===== src/design/bus_util_mshr_throttle_assert.svh =====
// Assertion macros for the bus utilization MSHR throttle.
`ifndef BUS_UTIL_MSHR_THROTTLE_ASSERT_SVH
`define BUS_UTIL_MSHR_THROTTLE_ASSERT_SVH

// Same-cycle implication, disabled while reset is asserted.
`define BUMT_ASSERT_SAME(lbl, clk_s, rst_s, ante, cons) \
    lbl: assert property (@(posedge clk_s) disable iff (!rst_s) (ante) |-> (cons)) \
        else $error("bumt assertion failed");

// Next-cycle implication, disabled while reset is asserted.
`define BUMT_ASSERT_NEXT(lbl, clk_s, rst_s, ante, cons) \
    lbl: assert property (@(posedge clk_s) disable iff (!rst_s) (ante) |=> (cons)) \
        else $error("bumt assertion failed");

`endif


===== src/design/bumt_pkg.sv =====
// Shared types and constants for the bus utilization MSHR throttle.
package bumt_pkg;

    localparam int UTIL_W    = 11;
    localparam int USE_W     = 16;
    localparam int CNT_W     = 7;
    localparam int REP_W     = 4;
    localparam int TGT_W     = 2;
    localparam int CFG_IDX_W = 4;
    localparam int CFG_DAT_W = 11;
    localparam int NUM_IN_CPUS = 4;

    localparam logic [CFG_IDX_W-1:0] CFG_HIGH_THRESHOLD = 4'd0;
    localparam logic [CFG_IDX_W-1:0] CFG_LOW_THRESHOLD  = 4'd1;
    localparam logic [CFG_IDX_W-1:0] CFG_NEEDED_REPEATS = 4'd2;
    localparam logic [CFG_IDX_W-1:0] CFG_MAX_MSHRS      = 4'd3;

    localparam logic [UTIL_W-1:0] HIGH_THRESHOLD_RST = 11'd870;
    localparam logic [UTIL_W-1:0] LOW_THRESHOLD_RST  = 11'd512;
    localparam logic [REP_W-1:0]  NEEDED_REPEATS_RST = 4'd1;
    localparam logic [CNT_W-1:0]  MAX_MSHRS_RST      = 7'd16;

    typedef enum logic [1:0] {
        ACT_NONE = 2'd0,
        ACT_DEC  = 2'd1,
        ACT_INC  = 2'd2
    } bumt_action_t;

    typedef struct packed {
        bumt_action_t       action;
        logic [TGT_W-1:0]   target_cpu;
        logic [CNT_W-1:0]   new_count;
    } bumt_result_t;

    typedef struct packed {
        logic [UTIL_W-1:0] high_threshold;
        logic [UTIL_W-1:0] low_threshold;
        logic [REP_W-1:0]  needed_repeats;
        logic [CNT_W-1:0]  max_mshrs;
    } bumt_cfg_t;

    typedef struct packed {
        logic             valid;
        logic [REP_W-1:0] repeats;
    } bumt_cand_t;

endpackage


===== src/design/bumt_decide.sv =====
// Per-sample decision logic: busiest-CPU decrement and smallest-count increment.
module bumt_decide import bumt_pkg::*; #(
    parameter int NUM_CPUS = 4,
    parameter int IDX_W    = 2
) (
    input  logic [UTIL_W-1:0] util,
    input  logic [USE_W-1:0]  use_cnt [NUM_CPUS],
    input  logic [CNT_W-1:0]  cnt [NUM_CPUS],
    input  bumt_cand_t        cand,
    input  logic [IDX_W-1:0]  cand_cpu,
    input  bumt_cfg_t         cfg,
    output logic [CNT_W-1:0]  cnt_next [NUM_CPUS],
    output bumt_cand_t        cand_next,
    output logic [IDX_W-1:0]  cand_cpu_next,
    output bumt_result_t      res0,
    output bumt_result_t      res1,
    output logic              two
);

    function automatic logic [TGT_W-1:0] to_target(input logic [IDX_W-1:0] idx);
        logic [IDX_W+TGT_W-1:0] wide;
        wide = {{TGT_W{1'b0}}, idx};
        return wide[TGT_W-1:0];
    endfunction

    logic              high;
    logic              low;
    logic              found;
    logic [IDX_W-1:0]  best;
    logic [USE_W-1:0]  largest;
    logic              match;
    logic [REP_W-1:0]  rep_inc;
    logic              dec;
    logic              inc;
    logic [CNT_W-1:0]  dec_val;
    logic [CNT_W-1:0]  small_val;
    logic [IDX_W-1:0]  small_idx;
    logic [CNT_W-1:0]  cnt_mid [NUM_CPUS];
    bumt_cand_t        cand_mid;
    logic [IDX_W-1:0]  cpu_mid;
    bumt_result_t      dec_res;
    bumt_result_t      inc_res;
    bumt_result_t      none_res;

    always_comb
    begin
        high = util >= cfg.high_threshold;
        low  = util <= cfg.low_threshold;

        // busiest CPU that can still give up an MSHR, lowest index on ties
        found   = 1'b0;
        best    = '0;
        largest = '0;
        for (int i = 0; i < NUM_CPUS; i++)
        begin
            if (use_cnt[i] > largest && cnt[i] > CNT_W'(1))
            begin
                largest = use_cnt[i];
                best    = IDX_W'(i);
                found   = 1'b1;
            end
        end

        match    = cand.valid && (cand_cpu == best);
        rep_inc  = cand.repeats + REP_W'(1);
        dec      = 1'b0;
        cand_mid = cand;
        cpu_mid  = cand_cpu;
        if (high && found)
        begin
            if (match)
            begin
                cand_mid.repeats = rep_inc;
                dec = rep_inc >= cfg.needed_repeats;
            end
            else
            begin
                cand_mid.valid   = 1'b1;
                cand_mid.repeats = REP_W'(1);
                cpu_mid          = best;
                dec = cfg.needed_repeats == REP_W'(1);
            end
            if (dec)
                cand_mid.repeats = '0;
        end

        dec_val = cnt[best] - CNT_W'(1);
        cnt_mid = cnt;
        if (dec)
            cnt_mid[best] = dec_val;

        // smallest count after any decrement, lowest index on ties
        small_val = cnt_mid[0];
        small_idx = '0;
        for (int i = 1; i < NUM_CPUS; i++)
        begin
            if (cnt_mid[i] < small_val)
            begin
                small_val = cnt_mid[i];
                small_idx = IDX_W'(i);
            end
        end
        inc = low && (small_val < cfg.max_mshrs);

        cnt_next      = cnt_mid;
        cand_next     = cand_mid;
        cand_cpu_next = cpu_mid;
        if (inc)
        begin
            cnt_next[small_idx] = small_val + CNT_W'(1);
            cand_next           = '0;
            cand_cpu_next       = '0;
        end
        if (!high)
        begin
            cand_next     = '0;
            cand_cpu_next = '0;
        end

        dec_res.action     = ACT_DEC;
        dec_res.target_cpu = to_target(best);
        dec_res.new_count  = dec_val;
        inc_res.action     = ACT_INC;
        inc_res.target_cpu = to_target(small_idx);
        inc_res.new_count  = small_val + CNT_W'(1);
        none_res.action     = ACT_NONE;
        none_res.target_cpu = '0;
        none_res.new_count  = '0;

        res1 = inc_res;
        two  = 1'b0;
        if (dec)
        begin
            res0 = dec_res;
            two  = inc;
        end
        else if (inc)
            res0 = inc_res;
        else
            res0 = none_res;
    end

endmodule


===== src/design/bumt_outq.sv =====
// Two-entry result queue that serializes the beats of one sample.
module bumt_outq import bumt_pkg::*; (
    input  logic         clk,
    input  logic         rst_n,
    input  logic         load,
    input  bumt_result_t res0,
    input  bumt_result_t res1,
    input  logic         two,
    input  logic         out_ready,
    output logic         out_valid,
    output bumt_result_t head,
    output logic         head_last,
    output logic         can_load
);

    logic [1:0]   cnt_reg;
    bumt_result_t r0_reg;
    bumt_result_t r1_reg;

    assign out_valid = cnt_reg != 2'd0;
    assign head      = r0_reg;
    assign head_last = cnt_reg == 2'd1;
    assign can_load  = (cnt_reg == 2'd0) || (cnt_reg == 2'd1 && out_ready);

    always_ff @(posedge clk or negedge rst_n)
    begin
        if (!rst_n)
            cnt_reg <= 2'd0;
        else if (load)
            cnt_reg <= two ? 2'd2 : 2'd1;
        else if (out_valid && out_ready)
            cnt_reg <= cnt_reg - 2'd1;
    end

    always_ff @(posedge clk)
    begin
        if (load)
        begin
            r0_reg <= res0;
            r1_reg <= res1;
        end
        else if (out_valid && out_ready)
            r0_reg <= r1_reg;
    end

endmodule


===== src/design/bus_util_mshr_throttle.sv =====
// Top level of the bus utilization driven MSHR throttle.
//
// Each input beat is one sample period: data bus utilization (Q1.10) and
// the data bus use count of each CPU. The block keeps an MSHR count per
// CPU data cache and answers each sample with one or two result beats:
// a decrement of the busiest eligible CPU, an increment of the CPU with
// the fewest MSHRs, or a single no-change beat. The final beat of a
// sample carries last; a decrement always comes before an increment.
// A sample is captured in the input register, decided combinationally
// from it, and its result beats are loaded into the result queue.
// One sample per cycle is taken while each sample gives one beat and
// the receiver is ready; a two-beat sample holds the two-entry result
// queue until both drain. The limit is the output port, one beat per cycle.
// When the receiver stalls, the result queue holds its beats, the input
// register holds the next sample, and in_ready drops once both are full.
// The configuration channel is always ready; writing max_mshrs reloads
// every MSHR count with the new value. Reset restores the register
// defaults, loads all counts with the default max, clears the candidate.
module bus_util_mshr_throttle import bumt_pkg::*; #(
    parameter int NUM_CPUS = 4
) (
    input  logic                 clk,
    input  logic                 rst_n,
    input  logic                 in_valid,
    output logic                 in_ready,
    input  logic [UTIL_W-1:0]    data_util,
    input  logic [USE_W-1:0]     use_cpu0,
    input  logic [USE_W-1:0]     use_cpu1,
    input  logic [USE_W-1:0]     use_cpu2,
    input  logic [USE_W-1:0]     use_cpu3,
    output logic                 out_valid,
    input  logic                 out_ready,
    output logic [1:0]           action,
    output logic [TGT_W-1:0]     target_cpu,
    output logic [CNT_W-1:0]     new_count,
    output logic                 last,
    input  logic                 cfg_valid,
    output logic                 cfg_ready,
    input  logic [CFG_IDX_W-1:0] cfg_index,
    input  logic [CFG_DAT_W-1:0] cfg_data
);

    `include "bus_util_mshr_throttle_assert.svh"

    localparam int IDX_W = (NUM_CPUS > 1) ? $clog2(NUM_CPUS) : 1;

    // input register
    logic              in_valid_reg;
    logic [UTIL_W-1:0] util_reg;
    logic [USE_W-1:0]  use_reg [NUM_IN_CPUS];
    logic [USE_W-1:0]  use_port [NUM_IN_CPUS];
    logic [USE_W-1:0]  use_cnt [NUM_CPUS];

    // configuration and throttle state
    bumt_cfg_t         cfg_reg;
    logic [CNT_W-1:0]  cnt_reg [NUM_CPUS];
    logic [CNT_W-1:0]  cnt_next [NUM_CPUS];
    bumt_cand_t        cand_reg;
    bumt_cand_t        cand_next;
    logic [IDX_W-1:0]  cand_cpu_reg;
    logic [IDX_W-1:0]  cand_cpu_next;

    // decision and result queue
    bumt_result_t      res0;
    bumt_result_t      res1;
    bumt_result_t      head;
    logic              two;
    logic              can_load;
    logic              advance;
    logic              cfg_write;

    assign use_port[0] = use_cpu0;
    assign use_port[1] = use_cpu1;
    assign use_port[2] = use_cpu2;
    assign use_port[3] = use_cpu3;

    // CPUs beyond the four input ports see zero use
    for (genvar g = 0; g < NUM_CPUS; g++)
    begin : g_use
        if (g < NUM_IN_CPUS)
        begin : g_port
            assign use_cnt[g] = use_reg[g];
        end
        else
        begin : g_zero
            assign use_cnt[g] = '0;
        end
    end

    // advance the held sample into the result queue when the queue frees up
    assign advance   = in_valid_reg && can_load;
    assign in_ready  = !in_valid_reg || can_load;
    assign cfg_ready = 1'b1;
    assign cfg_write = cfg_valid && cfg_ready;

    always_ff @(posedge clk or negedge rst_n)
    begin
        if (!rst_n)
            in_valid_reg <= 1'b0;
        else if (in_ready)
            in_valid_reg <= in_valid;
    end

    always_ff @(posedge clk)
    begin
        if (in_valid && in_ready)
        begin
            util_reg <= data_util;
            use_reg  <= use_port;
        end
    end

    // configuration registers
    always_ff @(posedge clk or negedge rst_n)
    begin
        if (!rst_n)
        begin
            cfg_reg.high_threshold <= HIGH_THRESHOLD_RST;
            cfg_reg.low_threshold  <= LOW_THRESHOLD_RST;
            cfg_reg.needed_repeats <= NEEDED_REPEATS_RST;
            cfg_reg.max_mshrs      <= MAX_MSHRS_RST;
        end
        else if (cfg_write)
        begin
            unique case (cfg_index)
                CFG_HIGH_THRESHOLD: cfg_reg.high_threshold <= cfg_data[UTIL_W-1:0];
                CFG_LOW_THRESHOLD:  cfg_reg.low_threshold  <= cfg_data[UTIL_W-1:0];
                CFG_NEEDED_REPEATS: cfg_reg.needed_repeats <= cfg_data[REP_W-1:0];
                CFG_MAX_MSHRS:      cfg_reg.max_mshrs      <= cfg_data[CNT_W-1:0];
                default: ;
            endcase
        end
    end

    // MSHR counts and candidate; a max_mshrs write reloads every count
    always_ff @(posedge clk or negedge rst_n)
    begin
        if (!rst_n)
        begin
            for (int i = 0; i < NUM_CPUS; i++)
                cnt_reg[i] <= MAX_MSHRS_RST;
            cand_reg     <= '0;
            cand_cpu_reg <= '0;
        end
        else if (cfg_write && cfg_index == CFG_MAX_MSHRS)
        begin
            for (int i = 0; i < NUM_CPUS; i++)
                cnt_reg[i] <= cfg_data[CNT_W-1:0];
        end
        else if (advance)
        begin
            cnt_reg      <= cnt_next;
            cand_reg     <= cand_next;
            cand_cpu_reg <= cand_cpu_next;
        end
    end

    bumt_decide #(
        .NUM_CPUS (NUM_CPUS),
        .IDX_W    (IDX_W)
    ) u_decide (
        .util          (util_reg),
        .use_cnt       (use_cnt),
        .cnt           (cnt_reg),
        .cand          (cand_reg),
        .cand_cpu      (cand_cpu_reg),
        .cfg           (cfg_reg),
        .cnt_next      (cnt_next),
        .cand_next     (cand_next),
        .cand_cpu_next (cand_cpu_next),
        .res0          (res0),
        .res1          (res1),
        .two           (two)
    );

    bumt_outq u_outq (
        .clk       (clk),
        .rst_n     (rst_n),
        .load      (advance),
        .res0      (res0),
        .res1      (res1),
        .two       (two),
        .out_ready (out_ready),
        .out_valid (out_valid),
        .head      (head),
        .head_last (last),
        .can_load  (can_load)
    );

    assign action     = head.action;
    assign target_cpu = head.target_cpu;
    assign new_count  = head.new_count;

    // a sample moved into the queue shows a beat in the next cycle
    `BUMT_ASSERT_NEXT(a_load_shows_beat, clk, rst_n, advance, out_valid)
    // a blocked sample stays in the input register unchanged
    `BUMT_ASSERT_NEXT(a_hold_sample, clk, rst_n, in_valid_reg && !advance,
                      in_valid_reg && $stable(util_reg))
    // draining the final beat with nothing behind it empties the output
    `BUMT_ASSERT_NEXT(a_last_drains, clk, rst_n,
                      out_valid && out_ready && last && !advance, !out_valid)
    // the first of two beats is always the decrement
    `BUMT_ASSERT_SAME(a_first_is_dec, clk, rst_n, out_valid && !last, action == ACT_DEC)

endmodule


===== config.mk =====
export PLATFORM = sky130hd
export DESIGN_NAME = bus_util_mshr_throttle
export DESIGN_NICKNAME = d
export VERILOG_FILES = /design/src/design/bumt_pkg.sv /design/src/design/bumt_decide.sv /design/src/design/bumt_outq.sv /design/src/design/bus_util_mshr_throttle.sv
export VERILOG_INCLUDE_DIRS = /design/src /design/src/design
export SDC_FILE = /design/constraint.sdc
export NUM_CORES = 1
export LEC_CHECK = 0
export ABC_AREA = 1
export BUFFER_PORTS_ARGS = -buffer_cell sky130_fd_sc_hd__buf_4
export CAP_MARGIN = 40
export CORE_AREA = 2 2 195 197
export CTS_BUF_LIST = sky130_fd_sc_hd__clkbuf_2 sky130_fd_sc_hd__clkbuf_4 sky130_fd_sc_hd__clkbuf_8
export CTS_CLUSTER_DIAMETER = 60
export DETAILED_ROUTE_END_ITERATION = 10
export DIE_AREA = 0 0 197 199
export PLACE_DENSITY = 0.47
export SETUP_SLACK_MARGIN = 0.3
export SYNTH_ARGS = -nofsm -noshare
export SYNTH_HDL_FRONTEND = slang
export SYNTH_SLANG_ARGS = --single-unit

===== constraint.sdc =====
create_clock -name clk -period 13.75 [get_ports clk]
set_input_delay 1.375 -clock clk [delete_from_list [all_inputs] [get_ports clk]]
set_output_delay 1.375 -clock clk [all_outputs]
set_load 0.02 [all_outputs]

==> results of run 1 <==
path summary, 6_finish.rpt:
path / end / slack (ps) / depth (start not counted)
worst min register to register: cfg_reg[19]$_DFFE_PN0P_ / 490 / 2
worst max-delay path: u_outq.head[1]$_DFFE_PP_ / 1650 / 72
worst max register to register: u_outq.head[1]$_DFFE_PP_ / 1650 / 72
worst min-delay path: cfg_reg[19]$_DFFE_PN0P_ / 490 / 2
min in group asynchronous: cand_reg[4]$_DFFE_PN0P_ / 740 / 1
max in group asynchronous: cnt_reg[18]$_DFFE_PN1P_ / 12340 / 2
Yosys cell counts, types with 3 or more instances:
master and number:
buf_4 3, nor2_1 86, a21o_1 4, nor4_1 5
o22ai_1 6, a31oi_1 6, inv_2 17, dfstp_2 13
nand4_1 13, dfrtp_1 58, nor3_1 3, buf_2 3
nand3b_1 3, o21ai_0 96, o21ai_1 8, inv_1 174
ha_1 93, nand2_2 19, nand3_1 115, edfxtp_1 95
clkbuf_1 16, nor2_8 3, nand2_1 417, nor2_2 12
nor2_4 4, a21oi_1 70, nand3_2 6, nand2_4 11
routing by layer:
metal | vias up | track usage
li1 | 4797 | -
met1 | 4292 | 0.231
met2 | 256 | 0.279
met3 | 42 | 0.0312
met4 | 0 | 0.0638
met5 | - | 0
cell families (layout without fill, tap and decap cells):
kind of cell	Yosys count	in the layout
and+or+nand+nor	703	703
buffers and inverters	221	341
AOI/OAI and AO/OA	204	204
DFF	166	166
adders and majority gates	93	93
xor gates and xnor gates	5	5
other	1	1
stage by stage:
| step | util | cells |
|---|---|---|
| floorplan | - | 1393 |
| global placement | 0.331 | 1953 |
| detailed placement | 0.333 | 1955 |
| CTS | 0.342 | 1987 |
| global route | 0.343 | 1987 |
| finish | 0.343 | 1987 |
timing repair:
action	CTS	global route
buffers inserted	0	0
endpoints found under the hold margin	0	0
resized for setup	0	3
setup endpoints to repair	0	1
cell type report:
cell class,count,area [um2]
clock buffers,17,234
inverters,195,741
fillers,3995,24400
multi-input cells,1006,5500
well taps,474,593
flip-flops and latches,166,4650
repair buffers,114,880
clock inverters,15,129
worst min-delay path, delay by kind of cell (launching register included):
kind / cells / cell delay, ps
flops: 1 / 350
compound gates: 1 / 60
simple gates: 1 / 50
layout by cell type (no fill, tap or decap), types with 11 or more instances in the layout:
cell      instances
clkbuf_8         17
ha_1             93
nor2_2           12
nand4_1          13
nand2_2          19
buf_4           112
dfrtp_1          58
nand2_1         417
inv_1           172
nand2_4          11
dfstp_2          13
a21oi_1          69
nor2_1           86
edfxtp_1         95
nand3_1         115
inv_2            18
o21ai_0          95
==> flow_summary_export.csv, run 1 <==
group,metric,value,unit
routing,dr.max_layer_used,"met4",
logic_synthesis,syn_nets,1581,
global_routing,track_usage,0.173,
clock_network,worst_skew_pair.late_latency,500,ps
routing,ant_nets,0,
die,die_area,0.0392,mm2
setup_path,crit_family,"simple AND/OR/NAND/NOR gates",
clock_network,clk_path_buf_depth,2,
clock_network,postCtsHoldBufs,0,
clock_network,htreeDepth,4,
routing,vias,9387,
setup_path,worstPathMaxFanout,36,
sta,tightest_slew,860,ps
sta,rsz0062_at_grt,"no",
global_routing,grt_pass1_wl,51.5,mm
sta,setup_tns,0,ps
placed_design,place_area,0.0123,mm2
sta,setup-violations-final,0,
setup_path,worstSetupStartpointType,"register",
setup_path,slowest_stage,"dfrtp_1",
routing,wl_per_cell,16.3,um
placed_design,port-buffer-count,108,
sta,setup_ws,1650,ps
sta,finalCritPeriodShare,0.880,
die,rows,71,
global_routing,grt_start_max_net_pins,70,
routing,route.met2.wl,14.6,mm
setup_path,arrival,12370,ps
min_path,hold_class,"reg -> reg",
finish,diodes,0,
placed_design,place.gp.congestion,0.922,
logic_synthesis,ys.flop_type,"edfxtp_1",
logic_synthesis,muxShareOfSynthArea,0,
routing,drt-initial-drc-count,598,
clock_network,root_buffer,"clkbuf_8",
die,io_pins,110,
logic_synthesis,synth_top_family_by_area,"simple AND/OR/NAND/NOR gates",
logic_synthesis,ys_seq_elements,166,
sta,slew_headroom,0.426,
job,timing.max_cap.violations,0,
setup_path,path_buf_inv,10,
global_routing,globalRouteOverflowTotal,0,
die,dieHeight,199,um
setup_path,critical_path_class,"reg -> reg",
routing,viasPerCell,4.72,
setup_path,cp.required,14020,ps
routing,routed_wl,32.5,mm
die,coreArea,0.0371,mm2
logic_synthesis,synth_enable_flop_cells,95,
clock_network,clock-sinks,166,
clock_network,path_clk_slew,90,ps
logic_synthesis,yosys.area_share.adder,0.106,
global_routing,grt_pass1_vias,9266,
clock_network,cts_inserted_buffers,17,
die,die_width,197,um
setup_path,cp_common_cell,"nand2_1",
routing,route.detailed.drc,0,
setup_path,end_kind,"register",
sta,clock.fmax,82.6,MHz
min_path,hold_start,"cfg_reg[19]$_DFFE_PN0P_",
finish,fin_area,0.0127,mm2
routing,wl_met3,1.57,mm
logic_synthesis,async_reset_ff_frac,0.428,
finish,final_nets,1688,
logic_synthesis,ys.warnings.count,0,
sta,hold_viol,0,
sta,fin_skew,19.0,ps
logic_synthesis,synth_top_cell_area_share,0.259,
logic_synthesis,synth-seq-area-share,0.422,
logic_synthesis,yosys-top-cells-area,"edfxtp_1 (26%), nand2_1 (14%), dfrtp_1 (13%)",
setup_path,r2r_start,"cnt_reg[24]$_DFFE_PN0P_",
setup_path,startpoint,"cnt_reg[24]$_DFFE_PN0P_",
finish,final_layout_size_suffix_gt1_frac,0.160,
status,status,"completed",
logic_synthesis,synth_top_cell_by_area,"edfxtp_1",
sta,finalMaxSlewViolations,0,
logic_synthesis,synth-xor-area-share,0.00534,
logic_synthesis,synth_cells,1393,
global_routing,antenna_found_initial,0,
sta,fin_crit,12100,ps
logic_synthesis,synth_simple_gate_area_frac,0.287,
logic_synthesis,syn_avg_cell_area,7.91,um2
clock_network,cts_tree,"built",
logic_synthesis,yosysUniqueCellTypes,52,
routing,met1Wirelength,15.4,mm
logic_synthesis,synth_compound_area_frac,0.100,
finish,areaGrowthSynthToFinish,15.4,%
sta,hold_slack,491,ps
placed_design,dpl_worst_slack,1630,ps
logic_synthesis,synthesis.area,0.0110,mm2
die,start_util,0.297,
routing,first_pass_iters,5,
placed_design,dp_hpwl,26.2,mm
setup_path,cpPeakStageDelay,460,ps
finish,largest_reg_flops,64,
Power of run 1 is not shown: default switching activity piles up to over one toggle a cycle in this logic, so the estimate is an artifact.
==> run 2: changes to the inputs <==
--- a/config.mk
+++ b/config.mk
@@ -14,6 +14,7 @@
 export CTS_CLUSTER_DIAMETER = 60
 export DETAILED_ROUTE_END_ITERATION = 10
 export DIE_AREA = 0 0 197 199
+export MAX_ROUTING_LAYER = met4
 export PLACE_DENSITY = 0.47
 export SETUP_SLACK_MARGIN = 0.3
 export SYNTH_ARGS = -nofsm -noshare
==> run 2 against run 1 <==
  * Final cell count about the same
  * Wire length up 0.98%
  * Hold slack better by 0.64 ps
  * Non-clock buffer count up 1
  * Critical path depth unchanged
  * Largest cell class unchanged
  * Highest routed layer unchanged
==> flow_summary_export.csv, run 2 (synthesis gave the netlist of run 1 again) <==
group,metric,value,unit
setup_path,end_kind,"register",
routing,routed_wl,32.8,mm
sta,slew_headroom,0.459,
placed_design,place.gp.congestion,0.924,
die,coreArea,0.0371,mm2
finish,fillers,3926,
finish,largest_reg_flops,64,
global_routing,grt_start_max_net_pins,68,
routing,wl_per_cell,16.5,um
finish,multi_input_area,0.00550,mm2
global_routing,grt_pass1_vias,9405,
finish,diodes,0,
setup_path,worstPathMaxFanout,36,
job,timing.max_cap.violations,0,
routing,viasPerCell,4.74,
sta,setup_tns,0,ps
finish,layout_common_cells,"nand2_1 (417), inv_1 (172), nand3_1 (115)",
min_path,hold_class,"reg -> reg",
clock_network,path_clk_slew,100,ps
global_routing,track_usage,0.181,
finish,final_common_cell,"nand2_1",
routing,ant_nets,0,
sta,finalCritPeriodShare,0.887,
sta,finalMaxSlewViolations,0,
die,die_area,0.0392,mm2
finish,register_area,0.00465,mm2
status,status,"completed",
die,io_pins,110,
clock_network,postCtsHoldBufs,0,
setup_path,cpPeakStageDelay,440,ps
global_routing,antenna_found_initial,0,
die,dieHeight,199,um
placed_design,dp_hpwl,26.6,mm
sta,fin_crit,12190,ps
die,die_width,197,um
clock_network,clock-sinks,166,
clock_network,htreeDepth,4,
setup_path,cp.required,14000,ps
setup_path,arrival,12450,ps
sta,clock.fmax,82.0,MHz
sta,hold_viol,0,
clock_network,cts_tree,"built",
setup_path,path_buf_inv,10,
sta,fin_skew,11.6,ps
setup_path,cp_common_cell,"nand2_1",
sta,setup-violations-final,0,
global_routing,grt_pass1_wl,52.5,mm
global_routing,globalRouteOverflowTotal,0,
routing,vias,9433,
clock_network,clk_path_buf_depth,2,
sta,tightest_slew,809,ps
placed_design,port-buffer-count,108,
setup_path,slowest_stage,"edfxtp_1",
setup_path,worstSetupStartpointType,"register",
routing,drt-initial-drc-count,679,
die,start_util,0.297,
sta,rsz0062_at_grt,"no",
routing,route.detailed.drc,0,
setup_path,crit_family,"simple AND/OR/NAND/NOR gates",
routing,first_pass_iters,6,
clock_network,worst_skew_pair.late_latency,470,ps
clock_network,cts_inserted_buffers,17,
setup_path,critical_path_class,"reg -> reg",
finish,postLayoutCoreUtil,0.343,
finish,final_nets,1689,
finish,areaGrowthSynthToFinish,15.7,%
die,rows,71,
finish,final_layout_size_suffix_gt1_frac,0.162,
clock_network,root_buffer,"clkbuf_8",
-- run 2: changes by cell type in the layout (fill, tap and decap cells not counted), sizes merged --
cell and change:
inv -1, clkinvlp +1, clkinv -1, buf +1, clkbuf +1
-- run 2: final cells by class --
class | count | area share
multi-input combinational | 1006 | 0.431
sequential | 166 | 0.364
timing repair buffer | 115 | 0.0711
inverter | 195 | 0.0581
tap | 474 | 0.0465
clock buffer | 18 | 0.0189
clock inverter | 14 | 0.00991
-- run 2: worst paths after layout --
check | depth (start not counted) | slack, ps | end | startpoint
max in group asynchronous | 2 | 12270 | cfg_reg[4]$_DFFE_PN1P_ | rst_n
min reg2reg | 2 | 490 | cand_reg[4]$_DFFE_PN0P_ | cand_reg[4]$_DFFE_PN0P_
max reg2reg | 72 | 1560 | u_outq.head[1]$_DFFE_PP_ | use_cnt[49]$_DFFE_PP_
min | 2 | 490 | cand_reg[4]$_DFFE_PN0P_ | cand_reg[4]$_DFFE_PN0P_
min in group asynchronous | 1 | 840 | cfg_reg[21]$_DFFE_PN0P_ | rst_n
max | 72 | 1560 | u_outq.head[1]$_DFFE_PP_ | use_cnt[49]$_DFFE_PP_
-- run 2: timing repair --
item | 4_1_cts | 5_1_grt
endpoints found under the setup margin | 0 | 44
gates resized for setup | 0 | 4
setup buffers | 0 | 0
-- run 2: through the flow --
step	area [um2]	std cells	hold WS [ps]	setup WS (ps)
global placement	12300	1953	467	1650
global route	12800	1988	517	306
finish	12800	1988	491	1560
CTS	12700	1988	496	1430
detailed placement	12400	1956	471	1480
floorplan	11000	1393	442	3520
-- run 2: worst register-to-register path: cells and delay by family (launching register included) --
| kind | cells | cell delay [ps] |
|---|---|---|
| AND/OR/NAND/NOR | 41 | 5470 |
| AO/OA/AOI/OAI | 15 | 3070 |
| adder cells (fa/ha/maj) | 6 | 1700 |
| buffers and inverters | 10 | 1320 |
| flip-flops | 1 | 440 |
-- run 2: layer usage --
metal  part of all wire  wire length [um]  vias up  global-route usage
met1               0.48             15700     4345               0.234
met4              0.026               854        0              0.0593
met2               0.45             14600      252               0.283
li1                   -                 -     4783                   -
met3              0.049              1610       53              0.0361
met5                  0                 0        -                   -
Power of run 2 is left out for the same reason.
